File: src/design/tv_divergence_stencil_top_macros.svh
// ----------------------------------------------------------------------------
// tv divergence stencil assertion macros
// concurrent checks on clk_i, disabled while rst_ni is low
// ----------------------------------------------------------------------------
`ifndef TV_DIVERGENCE_STENCIL_TOP_MACROS_SVH
`define TV_DIVERGENCE_STENCIL_TOP_MACROS_SVH
`ifndef SYNTHESIS
`define TVD_ASSERT(lbl, expr, msg) \
  lbl: assert property (@(posedge clk_i) disable iff (!rst_ni) (expr)) else $error(msg);
`define TVD_ASSERT_NEXT(lbl, pre, post, msg) \
  lbl: assert property (@(posedge clk_i) disable iff (!rst_ni) (pre) |=> (post)) else $error(msg);
`else
`define TVD_ASSERT(lbl, expr, msg)
`define TVD_ASSERT_NEXT(lbl, pre, post, msg)
`endif
`endif

File: src/design/tvd_pkg.sv
// ----------------------------------------------------------------------------
// tvd_pkg
// shared widths, types and codes of the tv divergence stencil
// ----------------------------------------------------------------------------
package tvd_pkg;

  localparam int PIX_W       = 16;
  localparam int MAX_WIDTH   = 4096;
  localparam int COL_W       = $clog2(MAX_WIDTH);
  localparam int ROW_W       = 16;
  localparam int WCFG_W      = 13;
  localparam int EPS_W       = 16;
  localparam int CFG_W       = 16;
  localparam int CFG_IDX_W   = 2;
  localparam int OUT_W       = 32;
  localparam int DIFF_W      = PIX_W + 1;
  localparam int NUM_W       = PIX_W + 3;
  localparam int MAG_W       = PIX_W + 2;
  localparam int SUM_W       = 2 * PIX_W + 2;
  localparam int SQRT_SHIFT  = 62 - 2 * PIX_W;
  localparam int RAD_W       = SUM_W + SQRT_SHIFT;
  localparam int ROOT_W      = RAD_W / 2;
  localparam int SREM_W      = ROOT_W + 3;
  localparam int DIV_SHIFT   = 47 - PIX_W;
  localparam int DVD_W       = MAG_W + DIV_SHIFT + 1;
  localparam int ITER_W      = 6;
  localparam int FIFO_DEPTH  = 4;
  localparam int FIFO_AW     = $clog2(FIFO_DEPTH);
  localparam int FIFO_CW     = $clog2(FIFO_DEPTH + 1);
  localparam int SAT_EXP     = 40;

  typedef enum logic [CFG_IDX_W-1:0] {
    CFG_IMAGE_WIDTH  = 2'd0,
    CFG_IMAGE_HEIGHT = 2'd1,
    CFG_EPSILON      = 2'd2
  } cfg_idx_e;

  typedef enum logic [1:0] {
    F_IDLE,
    F_RD2,
    F_CALC,
    F_PUSH
  } front_state_e;

  typedef enum logic [2:0] {
    B_IDLE,
    B_SQ,
    B_SQRT,
    B_PREP,
    B_DIV,
    B_OUT
  } back_state_e;

  typedef struct packed {
    logic [WCFG_W-1:0] image_width;
    logic [ROW_W-1:0]  image_height;
    logic [EPS_W-1:0]  epsilon;
  } cfg_t;

  typedef struct packed {
    logic [PIX_W-1:0] left;
    logic [PIX_W-1:0] centre;
    logic [PIX_W-1:0] right;
    logic [PIX_W-1:0] up;
    logic [PIX_W-1:0] down;
    logic             has_l;
    logic             has_r;
    logic             has_u;
    logic             has_d;
    logic             frame_end;
  } job_t;

  typedef struct packed {
    logic               full;
    logic               empty;
    logic [FIFO_CW-1:0] count;
  } fifo_status_t;

endpackage

File: src/design/tvd_result_if.sv
// ----------------------------------------------------------------------------
// tvd_result_if
// result stream channel, one divergence value per transaction
// ----------------------------------------------------------------------------
interface tvd_result_if import tvd_pkg::*; ();
  logic                    valid;
  logic                    ready;
  logic signed [OUT_W-1:0] divergence;
  logic                    frame_end;

  modport source (output valid, output divergence, output frame_end, input ready);
  modport sink (input valid, input divergence, input frame_end, output ready);
endinterface

File: src/design/tvd_back.sv
// ----------------------------------------------------------------------------
// tvd_back
// divergence engine: shared squarer, bit-serial square root and divider
// ----------------------------------------------------------------------------
module tvd_back import tvd_pkg::*; (
  input  logic          clk_i,
  input  logic          rst_ni,
  input  cfg_t          cfg_i,
  input  job_t          job_i,
  input  logic          empty_i,
  output logic          pop_o,
  tvd_result_if.source  out_ch
);

  back_state_e state_q, state_d;

  logic signed [DIFF_W-1:0] fx, bx, fy, by;
  logic signed [NUM_W-1:0]  num, num_q;
  logic [PIX_W-1:0]         fxm, fym, fxm_q, fym_q, sq_op;
  logic [MAG_W-1:0]         mag;
  logic [2*PIX_W-1:0]       prod;
  logic [SUM_W-1:0]         acc_q, acc_d;
  logic [1:0]               sq_cnt_q;
  logic [RAD_W-1:0]         rad_q;
  logic [SREM_W-1:0]        srem_q, srem_sh, trial;
  logic [ROOT_W-1:0]        root_q;
  logic [ITER_W-1:0]        iter_q;
  logic [ROOT_W-1:0]        drem_q;
  logic [ROOT_W:0]          drem_sh;
  logic                     ge;
  logic [DVD_W-1:0]         dq_q;
  logic                     fe_q, load, out_valid_q;
  logic [OUT_W-1:0]         sat, res, div_q;

  always_comb begin
    fx  = job_i.has_r ? $signed({1'b0, job_i.right}) - $signed({1'b0, job_i.centre}) : '0;
    bx  = job_i.has_l ? $signed({1'b0, job_i.centre}) - $signed({1'b0, job_i.left}) : '0;
    fy  = job_i.has_d ? $signed({1'b0, job_i.down}) - $signed({1'b0, job_i.centre}) : '0;
    by  = job_i.has_u ? $signed({1'b0, job_i.centre}) - $signed({1'b0, job_i.up}) : '0;
    num = NUM_W'(fx) - NUM_W'(bx) + NUM_W'(fy) - NUM_W'(by);
    fxm = fx[DIFF_W-1] ? PIX_W'(-fx) : PIX_W'(fx);
    fym = fy[DIFF_W-1] ? PIX_W'(-fy) : PIX_W'(fy);
    mag = num_q[NUM_W-1] ? MAG_W'(-num_q) : MAG_W'(num_q);
  end

  always_comb begin
    case (sq_cnt_q)
      2'd0:    sq_op = fxm_q;
      2'd1:    sq_op = fym_q;
      default: sq_op = cfg_i.epsilon;
    endcase
    prod  = sq_op * sq_op;
    acc_d = ((sq_cnt_q == 2'd0) ? '0 : acc_q) + SUM_W'(prod);
  end

  always_comb begin
    srem_sh = {srem_q[SREM_W-3:0], rad_q[RAD_W-1:RAD_W-2]};
    trial   = {1'b0, root_q, 2'b01};
    drem_sh = {drem_q, dq_q[DVD_W-1]};
    ge      = (drem_sh >= {1'b0, root_q});
  end

  always_comb begin
    div_q = OUT_W'(dq_q);
    if (num_q[NUM_W-1]) begin
      sat = (dq_q > DVD_W'(33'h1_0000_0000 >> 1)) ? 32'h8000_0000 : div_q;
      res = 32'd0 - sat;
    end else begin
      sat = (dq_q > DVD_W'(32'h7FFF_FFFF)) ? 32'h7FFF_FFFF : div_q;
      res = sat;
    end
  end

  always_comb begin
    state_d = state_q;
    case (state_q)
      B_IDLE: if (!empty_i) state_d = B_SQ;
      B_SQ:   if (sq_cnt_q == 2'd2) state_d = B_SQRT;
      B_SQRT: if (iter_q == ITER_W'(ROOT_W - 1)) state_d = B_PREP;
      B_PREP: state_d = (root_q == '0) ? B_OUT : B_DIV;
      B_DIV:  if (iter_q == ITER_W'(DVD_W - 1)) state_d = B_OUT;
      B_OUT:  if (load) state_d = B_IDLE;
      default: state_d = B_IDLE;
    endcase
  end

  always_comb begin
    pop_o = (state_q == B_IDLE) && !empty_i;
    load  = (state_q == B_OUT) && (!out_valid_q || out_ch.ready);
    out_ch.valid = out_valid_q;
  end

  always_ff @(posedge clk_i or negedge rst_ni) begin
    if (!rst_ni) begin
      state_q     <= B_IDLE;
      out_valid_q <= 1'b0;
    end else begin
      state_q <= state_d;
      if (load) begin
        out_valid_q <= 1'b1;
      end else if (out_ch.ready) begin
        out_valid_q <= 1'b0;
      end
    end
  end

  always_ff @(posedge clk_i) begin
    case (state_q)
      B_IDLE: begin
        num_q    <= num;
        fxm_q    <= fxm;
        fym_q    <= fym;
        fe_q     <= job_i.frame_end;
        sq_cnt_q <= '0;
      end
      B_SQ: begin
        acc_q    <= acc_d;
        sq_cnt_q <= sq_cnt_q + 2'd1;
        rad_q    <= {acc_d, {SQRT_SHIFT{1'b0}}};
        srem_q   <= '0;
        root_q   <= '0;
        iter_q   <= '0;
      end
      B_SQRT: begin
        rad_q  <= {rad_q[RAD_W-3:0], 2'b00};
        iter_q <= iter_q + ITER_W'(1);
        if (srem_sh >= trial) begin
          srem_q <= srem_sh - trial;
          root_q <= {root_q[ROOT_W-2:0], 1'b1};
        end else begin
          srem_q <= srem_sh;
          root_q <= {root_q[ROOT_W-2:0], 1'b0};
        end
      end
      B_PREP: begin
        iter_q <= '0;
        drem_q <= '0;
        if (root_q == '0) begin
          dq_q <= (mag == '0) ? '0 : DVD_W'(1) << SAT_EXP;
        end else begin
          dq_q <= (DVD_W'(mag) << DIV_SHIFT) + DVD_W'(root_q >> 1);
        end
      end
      B_DIV: begin
        iter_q <= iter_q + ITER_W'(1);
        dq_q   <= {dq_q[DVD_W-2:0], ge};
        drem_q <= ge ? ROOT_W'(drem_sh - {1'b0, root_q}) : ROOT_W'(drem_sh);
      end
      B_OUT: begin
        if (load) begin
          out_ch.divergence <= res;
          out_ch.frame_end  <= fe_q;
        end
      end
      default: begin
      end
    endcase
  end

endmodule

File: src/flat_wrapper.sv
// flat-port wrapper written by rule: the top's interface ports become plain ports
module tvd_back_flat import tvd_pkg::*;
  (clk_i, rst_ni, cfg_i, job_i, empty_i, pop_o, out_ch_valid, out_ch_divergence, out_ch_frame_end, out_ch_ready);
  tvd_result_if out_ch_i ();
  input  logic clk_i;
  input  logic rst_ni;
  input  cfg_t cfg_i;
  input  job_t job_i;
  input  logic empty_i;
  output logic pop_o;
  output wire logic [$bits(out_ch_i.valid)-1:0] out_ch_valid;
  output wire logic [$bits(out_ch_i.divergence)-1:0] out_ch_divergence;
  output wire logic [$bits(out_ch_i.frame_end)-1:0] out_ch_frame_end;
  input wire logic [$bits(out_ch_i.ready)-1:0] out_ch_ready;
  assign out_ch_valid = out_ch_i.valid;
  assign out_ch_divergence = out_ch_i.divergence;
  assign out_ch_frame_end = out_ch_i.frame_end;
  assign out_ch_i.ready = out_ch_ready;
  tvd_back u_core (.clk_i(clk_i), .rst_ni(rst_ni), .cfg_i(cfg_i), .job_i(job_i), .empty_i(empty_i), .pop_o(pop_o), .out_ch(out_ch_i));
endmodule
File: config.mk
export PLATFORM = sky130hd
export DESIGN_NAME = tvd_back_flat
export DESIGN_NICKNAME = d
export VERILOG_FILES = /design/src/design/tv_divergence_stencil_top_macros.svh /design/src/design/tvd_pkg.sv /design/src/design/tvd_result_if.sv /design/src/design/tvd_back.sv /design/src/flat_wrapper.sv
export SDC_FILE = /design/constraint.sdc
export NUM_CORES = 2
export LEC_CHECK = 0
export BUFFER_PORTS_ARGS = -buffer_cell sky130_fd_sc_hd__buf_4
export CORE_MARGIN = 4
export CORE_UTILIZATION = 32
export CTS_BUF_LIST = sky130_fd_sc_hd__clkbuf_8 sky130_fd_sc_hd__clkbuf_16
export CTS_CLUSTER_SIZE = 24
export DETAILED_ROUTE_END_ITERATION = 10
export GPL_TIMING_DRIVEN = 0
export PLACE_DENSITY_LB_ADDON = 0.3
export SLEW_MARGIN = 20
export SYNTH_ARGS = -nofsm -noshare
export SYNTH_HDL_FRONTEND = slang
export SYNTH_SLANG_ARGS = --single-unit
File: constraint.sdc
create_clock -name clk_i -period 10.5 [get_ports clk_i]
set_input_delay 1.05 -clock clk_i [delete_from_list [all_inputs] [get_ports clk_i]]
set_output_delay 1.05 -clock clk_i [all_outputs]
set_load 0.01 [all_outputs]
==> flow_summary.ini <==
[clock_network]
h-tree-depth = 2
clk_pin_slew_ns = 0.06
clock-sinks = 312
cts_tree = done
postCtsSetupRepairBufs = 0
clk_path_buf_depth = 3
cts_inserted_buffers = 38
cts_root_buffer = clkbuf_16
worstSkewPairLatency_ns = 0.57
cts_resized = 0
ctsHoldBuffers = 0

[synthesis]
ys.flop_type = edfxtp_1
yosysTopAreaCell = edfxtp_1
yosysWarnings = 0
synth_area_per_cell_um2 = 9.314
yosysUniqueCellTypes = 89
synth_edf_count = 308
ys_seq_area_share_pct = 30.58
synthCells = 3282
syn_nets = 3914
async_flop_share_pct = 1.282
syn_area_mm2 = 0.03057
ys_top_cells_by_area = edfxtp_1 (30%), fa_1 (15%), ha_1 (11%)
yosys.area.top_type_share_pct = 30.26
synth_seq_cells = 312

[sta]
rsz0062_at_grt = false
maxSlewViolCount = 0
skew_ns = 0.04445
setup_viol = 0
fin_crit_sh_pct = 91.91
period_needed_ns = 9.650
fmax_mhz = 103.6
slew_headroom_pct = 21.68
fin_tns_setup_ns = 0
worst_pin_slew_ns = 1.175
hold_viol_final = 0

[grt]
grt_util_all_layers_pct = 16.71
antenna_found_initial = 8
grt_pass1_vias = 23485
grt_pass1_wl_um = 132300
grt_max_degree = 55
grt_overflow = 0

[worst_setup_path]
rrSetupSlack_ns = 0.85
reg2reg_to = u_core.rad_q[53]
cpMostUsedCell = fa_1
path_class = reg2reg
start_kind = flip-flop
cp_max_fo = 10
cpPeakStageDelay_ns = 0.90
critPathArrivalTime_ns = 9.96
slowest_stage = a21oi_1
critPathRequiredTime_ns = 10.80
r2r-start = u_core.sq_cnt_q[1]
worstRegToRegCells = 28
cp-end-kind = flip-flop

[cells_and_area]
layout_common_cells = inv_1 (478), nand2_1 (345), edfxtp_1 (308), nor2_1 (299), ha_1 (264)
mostFrequentLayoutCell = inv_1
drive_above_1_share_pct = 8.171
final_area_mm2 = 0.03466
area_growth_pct = 13.38
fin_nets = 4102
instances_no_fill = 4771
seqCellArea_mm2 = 0.009349
nFillCells = 9706
multi_input_area_mm2 = 0.01904

[floorplan]
io-pin-count = 169
initial_core_util_pct = 32.22
core_area_mm2 = 0.09487
rows = 113
die_w_um = 317.1
die-area_mm2 = 0.1005
die_y_um = 317.1

[outcome]
status = finished clean

[worst_hold_path]
min_path_type = in2async

[power]
leakage_nw = 15.23
ir_drop_mv = 0.3359
power.density_mw_per_mm2 = 249.5
total_power_mw = 8.646

[detailed_routing]
wire_per_inst_um = 17.70
first_pass_iters = 5
num_vias = 23650
drc_errors = 0
drtIter0Drc = 1459
antenna_left = 0
drt-total-wl_um = 84440
viasPerCell = 4.957

[placed_design]
hpwlAfterDp_um = 68120
io_buffers = 138
gp_congestion = 0.9141
placed_area_mm2 = 0.03337
dp.cells = 4695

[job]
drv_cap = 0
[synth_stat cells (all sizes together) (9+ instances only)]
cell,instances
inv,478
nand2,346
edfxtp,308
nor2,300
ha,264
fa,234
a21oi,201
o21ai,151
xnor2,131
clkbuf,81
a21o,79
xor2,65
nor3,52
nand3,48
nor2b,48
nand2b,41
o21a,32
a22o,30
a211oi,25
and2,25
mux2i,25
o31ai,23
nor4,22
o21bai,21
or3,21
and3,19
buf,18
a31oi,17
nand4,14
o311ai,14
or2,14
mux2,13
or4,11
o211ai,9
o41ai,9
[layer usage]
layer	vias up	part of all wire [%]	global-route usage [%]
met5	-	0.015	0
met4	2	3.1	5.043
met3	119	5.7	2.659
met2	623	45	27.14
met1	11314	46	23.00
li1	11592	-	-
[worst max-delay path by stage]
stage / startpoint / to / cells after the start
5_1_grt: u_core.sq_cnt_q[1] / u_core.rad_q[63] / 27
3_5_place_dp: u_core.sq_cnt_q[1] / u_core.rad_q[53] / 28
2_1_floorplan: u_core.sq_cnt_q[0] / u_core.rad_q[63] / 27
6_report: u_core.sq_cnt_q[1] / u_core.rad_q[53] / 28
4_1_cts: u_core.sq_cnt_q[1] / u_core.rad_q[53] / 28
3_3_place_gp: u_core.sq_cnt_q[1] / u_core.rad_q[63] / 27
[cells by family (layout without fill, tap and decap cells)]
family,after synthesis,in the layout,synth area share [%]
AOI/OAI and AO/OA,676,676,14.46
xor gates and xnor gates,196,196,5.616
adders and majority gates,498,498,26.13
buffers and inverters,582,800,7.245
DFF,312,312,30.58
muxes,38,38,1.297
other,0,6,0
and+or+nand+nor,980,980,14.67
[state kept, by name, summed over array words and instances (netlist names), 16 cells and up]
register	cells
u_core.acc_q	34
u_core.dq_q	50
u_core.drem_q	32
u_core.fxm_q	16
u_core.fym_q	16
u_core.num_q	19
u_core.out_ch.divergence	32
u_core.rad_q	34
u_core.root_q	32
u_core.srem_q	33
[per-stage QoR]
step / hold slack, ns / util, % / setup WS, ns
finish: 0.2951 / 36.53 / 0.8497
floorplan: 0.4003 / - / 2.800
global route: 0.2816 / 36.52 / 0.3699
detailed placement: 0.4045 / 35.18 / 0.9694
CTS: 0.2690 / 36.52 / 0.9636
global placement: 0.4026 / 34.98 / 0.9811
[layout make-up]
cell class                      count  share of cell area [%]
Antenna cell                        6                 0.04332
Sequential cell                   312                   26.97
Multi-Input combinational cell   2388                   54.92
Clock buffer                       38                   2.744
Tap cell                         1265                   4.567
Inverter                          483                   5.253
Clock inverter                     32                  0.9206
Timing Repair Buffer              148                   3.415
Buffer                             99                   1.159
[critical path, delay by kind of cell (launching register included)]
| family | cells | cell delay, ns |
|---|---|---|
| xor+xnor | 1 | 0.10 |
| fa+ha+maj | 8 | 3.57 |
| flops | 1 | 0.39 |
| simple gates | 2 | 0.65 |
| mux | 1 | 0.27 |
| buf+inv | 8 | 1.72 |
| compound gates | 8 | 2.71 |
[power by group]
part	total, mW	switching (mW)	leakage [nW]	internal (mW)
clock	1.35	0.554	0.620	0.792
combinational	5.47	3.15	11.7	2.31
sequential	1.83	0.0000000000000000446	2.90	1.83
Power figures use the tool's default switching activity.
