$ cat src/design/tv_divergence_stencil_top_macros.svh
// ----------------------------------------------------------------------------
// tv divergence stencil assertion macros
// concurrent checks on clk_i, disabled while rst_ni is low
// ----------------------------------------------------------------------------
`ifndef TV_DIVERGENCE_STENCIL_TOP_MACROS_SVH
`define TV_DIVERGENCE_STENCIL_TOP_MACROS_SVH
`ifndef SYNTHESIS
`define TVD_ASSERT(lbl, expr, msg) \
  lbl: assert property (@(posedge clk_i) disable iff (!rst_ni) (expr)) else $error(msg);
`define TVD_ASSERT_NEXT(lbl, pre, post, msg) \
  lbl: assert property (@(posedge clk_i) disable iff (!rst_ni) (pre) |=> (post)) else $error(msg);
`else
`define TVD_ASSERT(lbl, expr, msg)
`define TVD_ASSERT_NEXT(lbl, pre, post, msg)
`endif
`endif

$ cat src/design/tvd_pkg.sv
// ----------------------------------------------------------------------------
// tvd_pkg
// shared widths, types and codes of the tv divergence stencil
// ----------------------------------------------------------------------------
package tvd_pkg;

  localparam int PIX_W       = 16;
  localparam int MAX_WIDTH   = 4096;
  localparam int COL_W       = $clog2(MAX_WIDTH);
  localparam int ROW_W       = 16;
  localparam int WCFG_W      = 13;
  localparam int EPS_W       = 16;
  localparam int CFG_W       = 16;
  localparam int CFG_IDX_W   = 2;
  localparam int OUT_W       = 32;
  localparam int DIFF_W      = PIX_W + 1;
  localparam int NUM_W       = PIX_W + 3;
  localparam int MAG_W       = PIX_W + 2;
  localparam int SUM_W       = 2 * PIX_W + 2;
  localparam int SQRT_SHIFT  = 62 - 2 * PIX_W;
  localparam int RAD_W       = SUM_W + SQRT_SHIFT;
  localparam int ROOT_W      = RAD_W / 2;
  localparam int SREM_W      = ROOT_W + 3;
  localparam int DIV_SHIFT   = 47 - PIX_W;
  localparam int DVD_W       = MAG_W + DIV_SHIFT + 1;
  localparam int ITER_W      = 6;
  localparam int FIFO_DEPTH  = 4;
  localparam int FIFO_AW     = $clog2(FIFO_DEPTH);
  localparam int FIFO_CW     = $clog2(FIFO_DEPTH + 1);
  localparam int SAT_EXP     = 40;

  typedef enum logic [CFG_IDX_W-1:0] {
    CFG_IMAGE_WIDTH  = 2'd0,
    CFG_IMAGE_HEIGHT = 2'd1,
    CFG_EPSILON      = 2'd2
  } cfg_idx_e;

  typedef enum logic [1:0] {
    F_IDLE,
    F_RD2,
    F_CALC,
    F_PUSH
  } front_state_e;

  typedef enum logic [2:0] {
    B_IDLE,
    B_SQ,
    B_SQRT,
    B_PREP,
    B_DIV,
    B_OUT
  } back_state_e;

  typedef struct packed {
    logic [WCFG_W-1:0] image_width;
    logic [ROW_W-1:0]  image_height;
    logic [EPS_W-1:0]  epsilon;
  } cfg_t;

  typedef struct packed {
    logic [PIX_W-1:0] left;
    logic [PIX_W-1:0] centre;
    logic [PIX_W-1:0] right;
    logic [PIX_W-1:0] up;
    logic [PIX_W-1:0] down;
    logic             has_l;
    logic             has_r;
    logic             has_u;
    logic             has_d;
    logic             frame_end;
  } job_t;

  typedef struct packed {
    logic               full;
    logic               empty;
    logic [FIFO_CW-1:0] count;
  } fifo_status_t;

endpackage

$ cat src/design/tvd_fifo.sv
// ----------------------------------------------------------------------------
// tvd_fifo
// short job queue between the front and the back engine
// ----------------------------------------------------------------------------
module tvd_fifo import tvd_pkg::*; (
  input  logic         clk_i,
  input  logic         rst_ni,
  input  logic         push_i,
  input  job_t         data_i,
  input  logic         pop_i,
  output job_t         data_o,
  output fifo_status_t status_o
);

  job_t               mem_q [FIFO_DEPTH];
  logic [FIFO_AW-1:0] wr_q, rd_q;
  logic [FIFO_CW-1:0] count_q;

  assign data_o          = mem_q[rd_q];
  assign status_o.full   = (count_q == FIFO_CW'(FIFO_DEPTH));
  assign status_o.empty  = (count_q == '0);
  assign status_o.count  = count_q;

  always_ff @(posedge clk_i or negedge rst_ni) begin
    if (!rst_ni) begin
      wr_q    <= '0;
      rd_q    <= '0;
      count_q <= '0;
    end else begin
      if (push_i) wr_q <= wr_q + FIFO_AW'(1);
      if (pop_i) rd_q <= rd_q + FIFO_AW'(1);
      if (push_i && !pop_i) begin
        count_q <= count_q + FIFO_CW'(1);
      end else if (pop_i && !push_i) begin
        count_q <= count_q - FIFO_CW'(1);
      end
    end
  end

  always_ff @(posedge clk_i) begin
    if (push_i) mem_q[wr_q] <= data_i;
  end

endmodule

$ cat config.mk
export PLATFORM = sky130hd
export DESIGN_NAME = tvd_fifo
export DESIGN_NICKNAME = d
export VERILOG_FILES = /design/src/design/tv_divergence_stencil_top_macros.svh /design/src/design/tvd_pkg.sv /design/src/design/tvd_fifo.sv
export SDC_FILE = /design/constraint.sdc
export NUM_CORES = 1
export LEC_CHECK = 0
export ABC_CLOCK_PERIOD_IN_PS = 5600
export BUFFER_PORTS_ARGS = -buffer_cell sky130_fd_sc_hd__buf_4
export CORE_MARGIN = 2
export CORE_UTILIZATION = 64
export CTS_BUF_LIST = sky130_fd_sc_hd__clkbuf_4
export CTS_CLUSTER_DIAMETER = 30
export DETAILED_ROUTE_END_ITERATION = 7
export PLACE_DENSITY = 0.9
export SLEW_MARGIN = 20
export SYNTH_ARGS = -nofsm -noshare
export SYNTH_HDL_FRONTEND = slang
export SYNTH_SLANG_ARGS = --single-unit
$ cat constraint.sdc
create_clock -name clk_i -period 5.6 [get_ports clk_i]
set_input_delay 1.12 -clock clk_i [delete_from_list [all_inputs] [get_ports clk_i]]
set_output_delay 1.12 -clock clk_i [all_outputs]
set_load 0.02 [all_outputs]
==> reports/qor.yml, run 1 <==
detailed_routing:
  vias: 6070
  wl_mm: 25.0
  drtIter0Drc: 492
  drc: 0
  viasPerCell: 5.78
  first_pass_iters: 6
  wl_per_cell_um: 23.8
  final_antenna_net_count: 0
global_routing:
  grt_usage_pct: 24.4
  grt_pass1_vias: 6629
  antenna_found_initial: 1
  grt_max_degree: 58
  grt_overflow: 0
  grt_pass1_wl_mm: 36.8
final_layout:
  layout_common_cells: "edfxtp_1, buf_4, clkbuf_4"
  final_common_cell: "edfxtp_1"
  final_util_pct: 78.8
  final-instance-count-excl-fill: 1051
  nets: 822
  drive_above_1_share_pct: 51.5
  syn_to_final_growth_pct: 20.9
worst_hold_path:
  hold_path.class: "in2async"
die:
  io_pins: 179
  core_um2: 19500
  die_area_um2: 21000
  fp.dieW_um: 145
  die_y_um: 145
  start_util_pct: 65.1
  placementRows: 51
run_status:
  status: "finished clean"
clock_network:
  clock_sinks: 347
  cts_resized: 0
  cts_root_buf: "clkbuf_4"
  path_clk_slew_ns: 0.07
  holdBufCountCts: 0
  h-tree-depth: 3
  cts_tree: "built"
  post_cts_buffers: 0
  clock_latency_ns: 0.68
  clk_path_buf_depth: 3
  cts_buffers: 82
placement:
  port_buffers: 178
  routabilityCongestion: 0.726
  place_ws_ns: 2.31
  dp_cells: 908
  hpwlAfterDp_mm: 14.0
logic_synthesis:
  synth_area_um2: 12700
  ys_seq_elements: 347
  synth_top_area_share_pct: 80.5
  yosysTopAreaCell: "edfxtp_1"
  synth.yosys.seq_area_share_pct: 81.9
  synth_nets: 574
  synth_cells: 479
  yosys_warnings: 0
  synth.area.top_cells: "edfxtp_1, mux4_2, dfrtp_1"
  synth_cell_types: 21
  avgSynthCellArea_um2: 26.5
setup_path:
  r2r_slack_ns: 3.29
  cp.required_ns: 4.48
  criticalPathCategory: "reg2out"
  path_max_fanout: 57
  crit_arrival_ns: 2.79
  reg2reg_depth: 4
  startpoint_type: "flop"
  reg2reg_from: "wr_q[0]$_DFFE_PN0P_"
  cp-end-kind: "output port"
  worstReg2RegEnd: "mem_q[0][46]$_DFFE_PP_"
sta:
  finalWorstPathRequiredPeriod_ns: 3.91
  skew_ns: 0.0361
  rsz0062_at_grt: "no"
  fin_setup_tns_ns: 0
  worst_pin_slew_ns: 0.722
  hold_violations: 0
  drv_slew: 0
  max_slew_margin_pct: 51.9
  setup_viol: 0
  max_freq_ghz: 0.256
  min_period_over_period_pct: 69.8
  fin_ws_ns: 1.69
pwr:
  power.internal_mw: 5.78
  p_leak_nw: 5.39
  p_comb_share_pct: 32.1
  pwr-share-seq_pct: 43.6
  p_sw_mw: 2.65
  peakVddDrop_mv: 0.426
  clkPwrFrac_pct: 24.3
  switching_share_pct: 31.4
  power.density_nw_per_um2: 550
job:
  maxCapViolCount: 0
[worst max-delay path by stage]
stage / from / depth (start not counted) / slack (ns) / end
after CTS: rd_q[0]$_DFFE_PN0P_ / 3 / 1.57 / data_o[47]
final: rd_q[0]$_DFFE_PN0P_ / 3 / 1.69 / data_o[60]
after global routing: rd_q[0]$_DFFE_PN0P_ / 3 / 1.47 / data_o[60]
after floorplan: push_i / 1 / 2.05 / mem_q[1][0]$_DFFE_PP_
after global placement: rd_q[0]$_DFFE_PN0P_ / 3 / 2.33 / data_o[66]
after detailed placement: rd_q[0]$_DFFE_PN0P_ / 3 / 2.31 / data_o[60]
[Yosys cell counts]
master	instances
dfrtp_1	7
nor3_1	1
xnor2_1	2
mux2_2	1
xor2_1	4
nor2_1	1
nor3b_1	1
edfxtp_1	340
buf_4	3
nand2_1	2
buf_2	9
o21ai_0	1
ha_1	5
buf_6	1
and2_1	4
inv_1	4
buf_12	3
buf_8	1
clkbuf_1	3
fa_1	1
mux4_2	85
[power by group through the flow]
stage	combinational (mW)	clock [mW]	sequential (mW)
3_5_place_dp	2.70	0	3.72
5_1_grt	2.85	2.22	3.72
6_report	2.71	2.05	3.67
3_3_place_gp	2.65	0	3.67
2_1_floorplan	1.86	0	3.58
4_1_cts	2.74	2.09	3.68
[cell type report]
class	count	area (µm²)
antenna	1	2.50
clock buffer	121	908
clock inverter	21	163
fill	974	4130
inverter	4	15.0
multi-input combinational	108	2120
sequential	347	10400
tap	265	332
timing repair buffer	184	1390
[critical path, cell delays in order (launching register included)]
cell	delay, ns
dfrtp_4	0.81
buf_12	0.45
mux4_2	0.60
buf_4	0.18
[per-stage QoR]
step / hold WS [ns] / total power, mW / cell area (µm²)
6_report: 0.268 / 8.42 / 15300
4_1_cts: 0.210 / 8.52 / 15300
2_1_floorplan: 0.494 / 5.43 / 12700
3_3_place_gp: 0.494 / 6.33 / 14300
5_1_grt: 0.223 / 8.79 / 15300
3_5_place_dp: 0.499 / 6.43 / 14300
[cells by family (layout without fill, tap and decap cells)]
| logic type | count (synthesis) | after routing | share of synthesized area, % |
|---|---|---|---|
| mux | 86 | 86 | 15.2 |
| compound gates | 1 | 1 | 0.0394 |
| other cells | 0 | 1 | 0 |
| fa+ha+maj | 6 | 6 | 0.651 |
| xor+xnor | 6 | 6 | 0.414 |
| flops | 347 | 347 | 81.9 |
| simple gates | 9 | 9 | 0.385 |
| buf+inv | 24 | 330 | 1.42 |
[flip-flops by register name (all words and copies together), names as in the netlist]
register and count:
wr_q 2, count_q 3, mem_q 340, rd_q 2
[metal layers]
layer	global-route usage (%)	routed length, µm	up-vias
met5	0	0	-
met4	9.30	528	0
met3	7.27	2260	43
met2	41.2	13100	305
met1	30.1	9110	3129
li1	-	-	2593
Power figures use the tool's default switching activity.
==> run 2, diff against run 1 <==
--- a/config.mk
+++ b/config.mk
@@ -5,14 +5,14 @@
 export SDC_FILE = /design/constraint.sdc
 export NUM_CORES = 1
 export LEC_CHECK = 0
-export ABC_CLOCK_PERIOD_IN_PS = 5600
+export ABC_CLOCK_PERIOD_IN_PS = 3680
 export BUFFER_PORTS_ARGS = -buffer_cell sky130_fd_sc_hd__buf_4
 export CORE_MARGIN = 2
-export CORE_UTILIZATION = 64
+export CORE_UTILIZATION = 59
 export CTS_BUF_LIST = sky130_fd_sc_hd__clkbuf_4
 export CTS_CLUSTER_DIAMETER = 30
 export DETAILED_ROUTE_END_ITERATION = 7
-export PLACE_DENSITY = 0.9
+export PLACE_DENSITY = 0.84
 export SLEW_MARGIN = 20
 export SYNTH_ARGS = -nofsm -noshare
 export SYNTH_HDL_FRONTEND = slang
==> constraint.sdc (replaced) <==
create_clock -name clk_i -period 3.68 [get_ports clk_i]
set_input_delay 0.736 -clock clk_i [delete_from_list [all_inputs] [get_ports clk_i]]
set_output_delay 0.736 -clock clk_i [all_outputs]
set_load 0.02 [all_outputs]
==> run 2 against run 1 <==
  * Global-route usage shrank 2.9 points
  * Combinational power grew 57%
  * Via count shrank 1.9%
  * Sequential share of layout area shrank 0.19 points
  * Power grew 50%
  * Critical path depth is the same
  * Count of clock-buffer cells in the layout shrank 1
  * Non-clock buffer count grew 6
  * Wire length shrank 6.0%
  * Flip-flop and latch count is the same
  * Hold slack gained 0.012 ns
  * Utilization shrank 5.9 points
  * Critical path type unchanged
==> reports/qor.yml, run 2 (synthesized netlist as in run 1, its figures left out) <==
die:
  placementRows: 53  # +3.9%
  io_pins: 179  # unchanged
  fp.dieW_um: 151  # +4.0%
  die_y_um: 151  # +4.0%
  die_area_um2: 22700  # +8.2%
  start_util_pct: 60.1  # -5.0 points
  core_um2: 21100  # +8.4%
final_layout:
  final_common_cell: "edfxtp_1"
  nets: 828  # +0.73%
  top_register: "mem_q"
  top_regs: "mem_q: 340 flops, count_q: 3 flops"
  syn_to_final_growth_pct: 21.3
  fillerInstances: 1213  # +25%
  drive_above_1_share_pct: 51.1  # -0.39 points
  largest_register_ffs: 340  # unchanged
  layout_common_cells: "edfxtp_1, buf_4, clkbuf_4"
clock_network:
  cts_root_buf: "clkbuf_4"
  path_clk_slew_ns: 0.07  # about the same
  cts_resized: 0  # unchanged
  clock_latency_ns: 0.65  # -0.03 ns
  cts_buffers: 82  # unchanged
  h-tree-depth: 3  # unchanged
  cts_tree: "built"
  clock_sinks: 347  # unchanged
  clk_path_buf_depth: 3  # unchanged
setup_path:
  startpoint_type: "flop"
  crit_buf_inv: 2  # unchanged
  path_depth: 3  # unchanged
  cp.required_ns: 2.94  # -1.54 ns
  crit_arrival_ns: 2.44  # -0.35 ns
  cp_cell_sequence: "buf_12 > mux4_2 > buf_4"
  reg2reg_depth: 4  # unchanged
  criticalPathCategory: "reg2out"
  path_max_fanout: 49  # -14%
  cpPeakStageDelay_ns: 0.59  # -0.22 ns
  cpMaxStageDelayCell: "dfrtp_4"
  crit_family: "flip-flops"
  cp-end-kind: "output port"
global_routing:
  grt_overflow: 0  # unchanged
  grt_pass1_vias: 6675  # +0.69%
  antenna_found_initial: 2  # +1
  grt_usage_pct: 21.5  # -2.9 points
  grt_max_degree: 50  # -14%
  grt_pass1_wl_mm: 35.6  # -3.1%
detailed_routing:
  final_antenna_net_count: 0  # unchanged
  vias: 5956  # -1.9%
  first_pass_iters: 4  # -2
  viasPerCell: 5.57  # -3.5%
  wl_mm: 23.5  # -6.0%
  drtIter0Drc: 391  # -21%
  drc: 0  # unchanged
  wl_per_cell_um: 22.0  # -7.6%
sta:
  fin_setup_tns_ns: 0  # unchanged
  hold_violations: 0  # unchanged
  finalWorstPathRequiredPeriod_ns: 3.17
  skew_ns: 0.0352  # -0.000880 ns
  min_period_over_period_pct: 86.2
  drv_slew: 0  # unchanged
  setup_viol: 0  # unchanged
  hold_ws_ns: 0.280  # +0.0117 ns
  rsz0062_at_grt: "no"
  max_slew_margin_pct: 51.9  # about the same
  worst_pin_slew_ns: 0.722  # +0.000565 ns
  max_freq_ghz: 0.315
placement:
  hpwlAfterDp_mm: 14.7  # +5.0%
  routabilityCongestion: 0.741  # +2.1%
  port_buffers: 178  # unchanged
worst_hold_path:
  holdPathStages: 1
  hold_path.class: "in2reg"
run_status:
  status: "finished clean"
job:
  maxCapViolCount: 0  # unchanged
pwr:
  peakVddDrop_mv: 0.468  # +10%
  power.density_nw_per_um2: 821  # +49%
  p_leak_nw: 5.40  # +0.32%
## run 2: cell count changes in the layout (fill, tap and decap cells not counted), sizes merged
cell,before,now
inv,6,7
bufinv,3,1
clkinvlp,1,0
dlygate4sd3,0,1
clkbuf,121,120
buf,184,189
clkinv,15,20
## run 2: worst register-to-register path: stages, from the launching register on
cell and delay, ns:
dfrtp_1 0.42, inv_1 0.11, ha_1 0.15, and2_4 0.62, buf_4 0.44
## run 2: power by group
group / internal (mW) / total, mW / switching [mW]
Sequential: 5.18 / 5.44 / 0.269
Clock: 1.56 / 2.93 / 1.37
Combinational: 1.95 / 4.26 / 2.30
## run 2: what timing repair did
item                                   4_1_cts  5_1_grt
endpoints found under the hold margin        7        0
buffers inserted                             0        0
hold buffers                                 1        0
## run 2: layout make-up
class	instances	area [µm²]	area share, %
tap	275	344	2.24
sequential	347	10400	67.6
timing repair buffer	190	1480	9.62
clock inverter	24	116	0.757
clock buffer	120	901	5.86
multi-input combinational	108	2120	13.8
inverter	4	15.0	0.0977
antenna	1	2.50	0.0163
## run 2: final timing paths
check                                               to              startpoint  slack (ns)
worst max-delay path                        data_o[71]     rd_q[0]$_DFFE_PN0P_        0.51
worst min-delay path            mem_q[0][47]$_DFFE_PP_              data_i[47]        0.28
worst max register to register  mem_q[2][11]$_DFFE_PP_     wr_q[0]$_DFFE_PN0P_        1.60
worst min register to register  count_q[2]$_DFFE_PN0P_  count_q[2]$_DFFE_PN0P_        0.52
max in group asynchronous          rd_q[0]$_DFFE_PN0P_                  rst_ni        3.07
min in group asynchronous          wr_q[1]$_DFFE_PN0P_                  rst_ni        0.46
## run 2: metrics by stage
step,setup slack (ns),power [mW],std cells,utilization [%],area (µm²)
2_1_floorplan,0.517,8.26,479,-,12700
3_3_place_gp,1.16,9.71,923,68.0,14300
3_5_place_dp,1.14,9.87,923,68.0,14300
4_1_cts,0.429,12.8,1068,72.9,15400
5_1_grt,0.323,13.3,1069,72.9,15400
6_report,0.508,12.6,1069,72.9,15400
## run 2: layer usage
layer	share of wire (%)	up-vias	routed length, µm	track usage [%]
met3	9.9	34	2320	8.36
li1	-	2629	-	-
met4	1.5	2	346	6.96
met1	36	3027	8480	25.6
met5	0.051	-	12	0
met2	52	264	12300	36.5
==> run 3, diff against run 2 <==
--- a/config.mk
+++ b/config.mk
@@ -6,14 +6,13 @@
 export NUM_CORES = 1
 export LEC_CHECK = 0
 export ABC_CLOCK_PERIOD_IN_PS = 3680
-export BUFFER_PORTS_ARGS = -buffer_cell sky130_fd_sc_hd__buf_4
-export CORE_MARGIN = 2
+export BUFFER_PORTS_ARGS = -buffer_cell sky130_fd_sc_hd__buf_2
+export CORE_MARGIN = 3
 export CORE_UTILIZATION = 59
 export CTS_BUF_LIST = sky130_fd_sc_hd__clkbuf_4
 export CTS_CLUSTER_DIAMETER = 30
 export DETAILED_ROUTE_END_ITERATION = 7
 export PLACE_DENSITY = 0.84
-export SLEW_MARGIN = 20
 export SYNTH_ARGS = -nofsm -noshare
 export SYNTH_HDL_FRONTEND = slang
 export SYNTH_SLANG_ARGS = --single-unit
==> run 3 against run 2 <==
  * Maximum frequency fell by 1.8%
  * Utilization fell by 0.69 points
  * Count of clock-buffer cells in the layout rose by 1
  * Non-clock buffer count fell by 4
  * Via count rose by 0.55%
  * Wire length rose by 0.34%
  * Clock skew rose by 0.0042 ns
  * Register-to-register slack improved by 0.05 ns
  * Critical path type unchanged
  * Largest cell class unchanged
  * Largest power group unchanged
==> reports/qor.yml, run 3 (synthesized netlist as in run 1, its figures left out) <==
clock_network:
  h-tree-depth: 3  # unchanged
  clock_sinks: 347  # unchanged
  post_cts_buffers: 0  # unchanged
  clock_latency_ns: 0.67  # +0.02 ns
  cts_buffers: 82  # unchanged
  holdBufCountCts: 1  # unchanged
  clk_path_buf_depth: 3  # unchanged
  cts_root_buf: "clkbuf_4"
  cts_tree: "built"
  path_clk_slew_ns: 0.07  # about the same
  cts_resized: 0  # unchanged
run_status:
  status: "finished clean"
final_layout:
  syn_to_final_growth_pct: 17.8
  top_regs: "mem_q: 340 flops, count_q: 3 flops"
  final_common_cell: "edfxtp_1"
  top_register: "mem_q"
  nets: 824  # -0.48%
  drive_above_1_share_pct: 50.9  # -0.19 points
  layout_common_cells: "edfxtp_1, buf_2, clkbuf_4"
  final-instance-count-excl-fill: 1062  # -0.65%
  largest_register_ffs: 340  # unchanged
  fillerInstances: 1239  # +2.1%
job:
  maxCapViolCount: 0  # unchanged
global_routing:
  grt_pass1_wl_mm: 36.6  # +2.8%
  antenna_found_initial: 3  # +1
  grt_max_degree: 50  # unchanged
  grt_pass1_vias: 6546  # -1.9%
  grt_usage_pct: 20.5  # -0.96 points
  grt_overflow: 0  # unchanged
setup_path:
  path_max_fanout: 32  # -35%
  reg2reg_depth: 4  # unchanged
  worstReg2RegEnd: "mem_q[0][0]$_DFFE_PP_"
  startpoint_type: "flop"
  r2r_slack_ns: 1.65  # +0.05 ns
  criticalPathCategory: "reg2out"
  cp.required_ns: 2.94  # about the same
  crit_arrival_ns: 2.49  # +0.05 ns
  cp-end-kind: "output port"
  reg2reg_from: "wr_q[0]$_DFFE_PN0P_"
sta:
  max_freq_ghz: 0.310  # -1.8%
  rsz0062_at_grt: "no"
  skew_ns: 0.0394  # +0.00418 ns
  finalWorstPathRequiredPeriod_ns: 3.23  # +0.0568 ns
  worst_pin_slew_ns: 0.728  # +0.00589 ns
  hold_violations: 0  # unchanged
  min_period_over_period_pct: 87.7  # +1.5 points
  setup_viol: 0  # unchanged
  max_slew_margin_pct: 51.5  # -0.39 points
  drv_slew: 0  # unchanged
  hold_ws_ns: 0.270  # -0.0105 ns
  fin_setup_tns_ns: 0  # unchanged
detailed_routing:
  final_antenna_net_count: 0  # unchanged
  wl_per_cell_um: 22.2  # +1.0%
  first_pass_iters: 4  # unchanged
  vias: 5989  # +0.55%
  drtIter0Drc: 405  # +3.6%
  viasPerCell: 5.64  # +1.2%
  wl_mm: 23.6  # +0.34%
  drc: 0  # unchanged
worst_hold_path:
  hold_path.class: "in2reg"
  whs_endpoint: "mem_q[3][67]$_DFFE_PP_"
  hold_start: "data_i[67]"
  holdPathStages: 1  # unchanged
pwr:
  power.density_nw_per_um2: 819  # -0.23%
  peakVddDrop_mv: 0.546  # +17%
  p_leak_nw: 5.24  # -2.9%
die:
  core_um2: 20700  # -1.9%
  io_pins: 179  # unchanged
  die_area_um2: 23300  # +2.7%
  start_util_pct: 61.3  # +1.2 points
  fp.dieW_um: 153  # +1.3%
  placementRows: 52  # -1.9%
  die_y_um: 153  # +1.3%
placement:
  dp_cells: 914  # -0.98%
  routabilityCongestion: 0.746  # +0.76%
  port_buffers: 178  # unchanged
  hpwlAfterDp_mm: 14.2  # -3.4%
==> run 3: changes by cell type in the layout (fill, tap and decap cells not counted), sizes merged <==
cell    change
clkbuf      +1
buf         -4
diode       +1
clkinv      +1
inv         -1
==> run 3: metrics by stage <==
step / worst slack, ns / util, % / power, mW / instance area (µm²)
6_report: 0.451 / 72.2 / 12.2 / 14900
5_1_grt: 0.263 / 72.2 / 12.9 / 14900
3_3_place_gp: 1.09 / 67.2 / 9.33 / 13900
3_5_place_dp: 1.08 / 67.2 / 9.45 / 13900
4_1_cts: 0.356 / 72.2 / 12.4 / 14900
2_1_floorplan: 0.517 / - / 8.26 / 12700
==> run 3: where the power goes <==
| part | switching, mW | internal [mW] |
|---|---|---|
| logic | 2.19 | 1.58 |
| clock network | 1.37 | 1.58 |
| registers | 0.351 | 5.17 |
==> run 3: final cells by class <==
type | instances | area [µm²] | share of cell area [%]
antenna | 2 | 5.00 | 0.0335
clock buffer | 121 | 908 | 6.08
clock inverter | 24 | 118 | 0.787
inverter | 4 | 15.0 | 0.100
multi-input combinational | 108 | 2120 | 14.2
sequential | 347 | 10400 | 69.6
tap | 270 | 338 | 2.26
timing repair buffer | 186 | 1040 | 6.97
==> run 3: worst max path at each step <==
stage                                    from                    end  slack [ns]
final                     rd_q[0]$_DFFE_PN0P_             data_o[82]        0.45
after global routing      rd_q[0]$_DFFE_PN0P_             data_o[44]        0.26
after CTS                 rd_q[0]$_DFFE_PN0P_             data_o[77]        0.36
after detailed placement  rd_q[0]$_DFFE_PN0P_             data_o[47]        1.08
after global placement    rd_q[0]$_DFFE_PN0P_             data_o[47]        1.09
after floorplan                        push_i  mem_q[1][0]$_DFFE_PP_        0.52
==> run 3: critical path: stages, from the launching register on <==
cell and delay, ns:
dfrtp_4 0.72, buf_12 0.32, mux4_2 0.58, buf_2 0.18
==> run 3: layer usage <==
metal  vias to the layer above  GRT usage [%]  routed length (µm)  share of wire (%)
met5                         -              0                   7              0.030
met1                      3090           26.1                8830                 37
met4                         2           7.34                 372                1.6
met3                        25           7.27                2150                9.1
li1                       2617              -                   -                  -
met2                       255           33.4               12200                 52
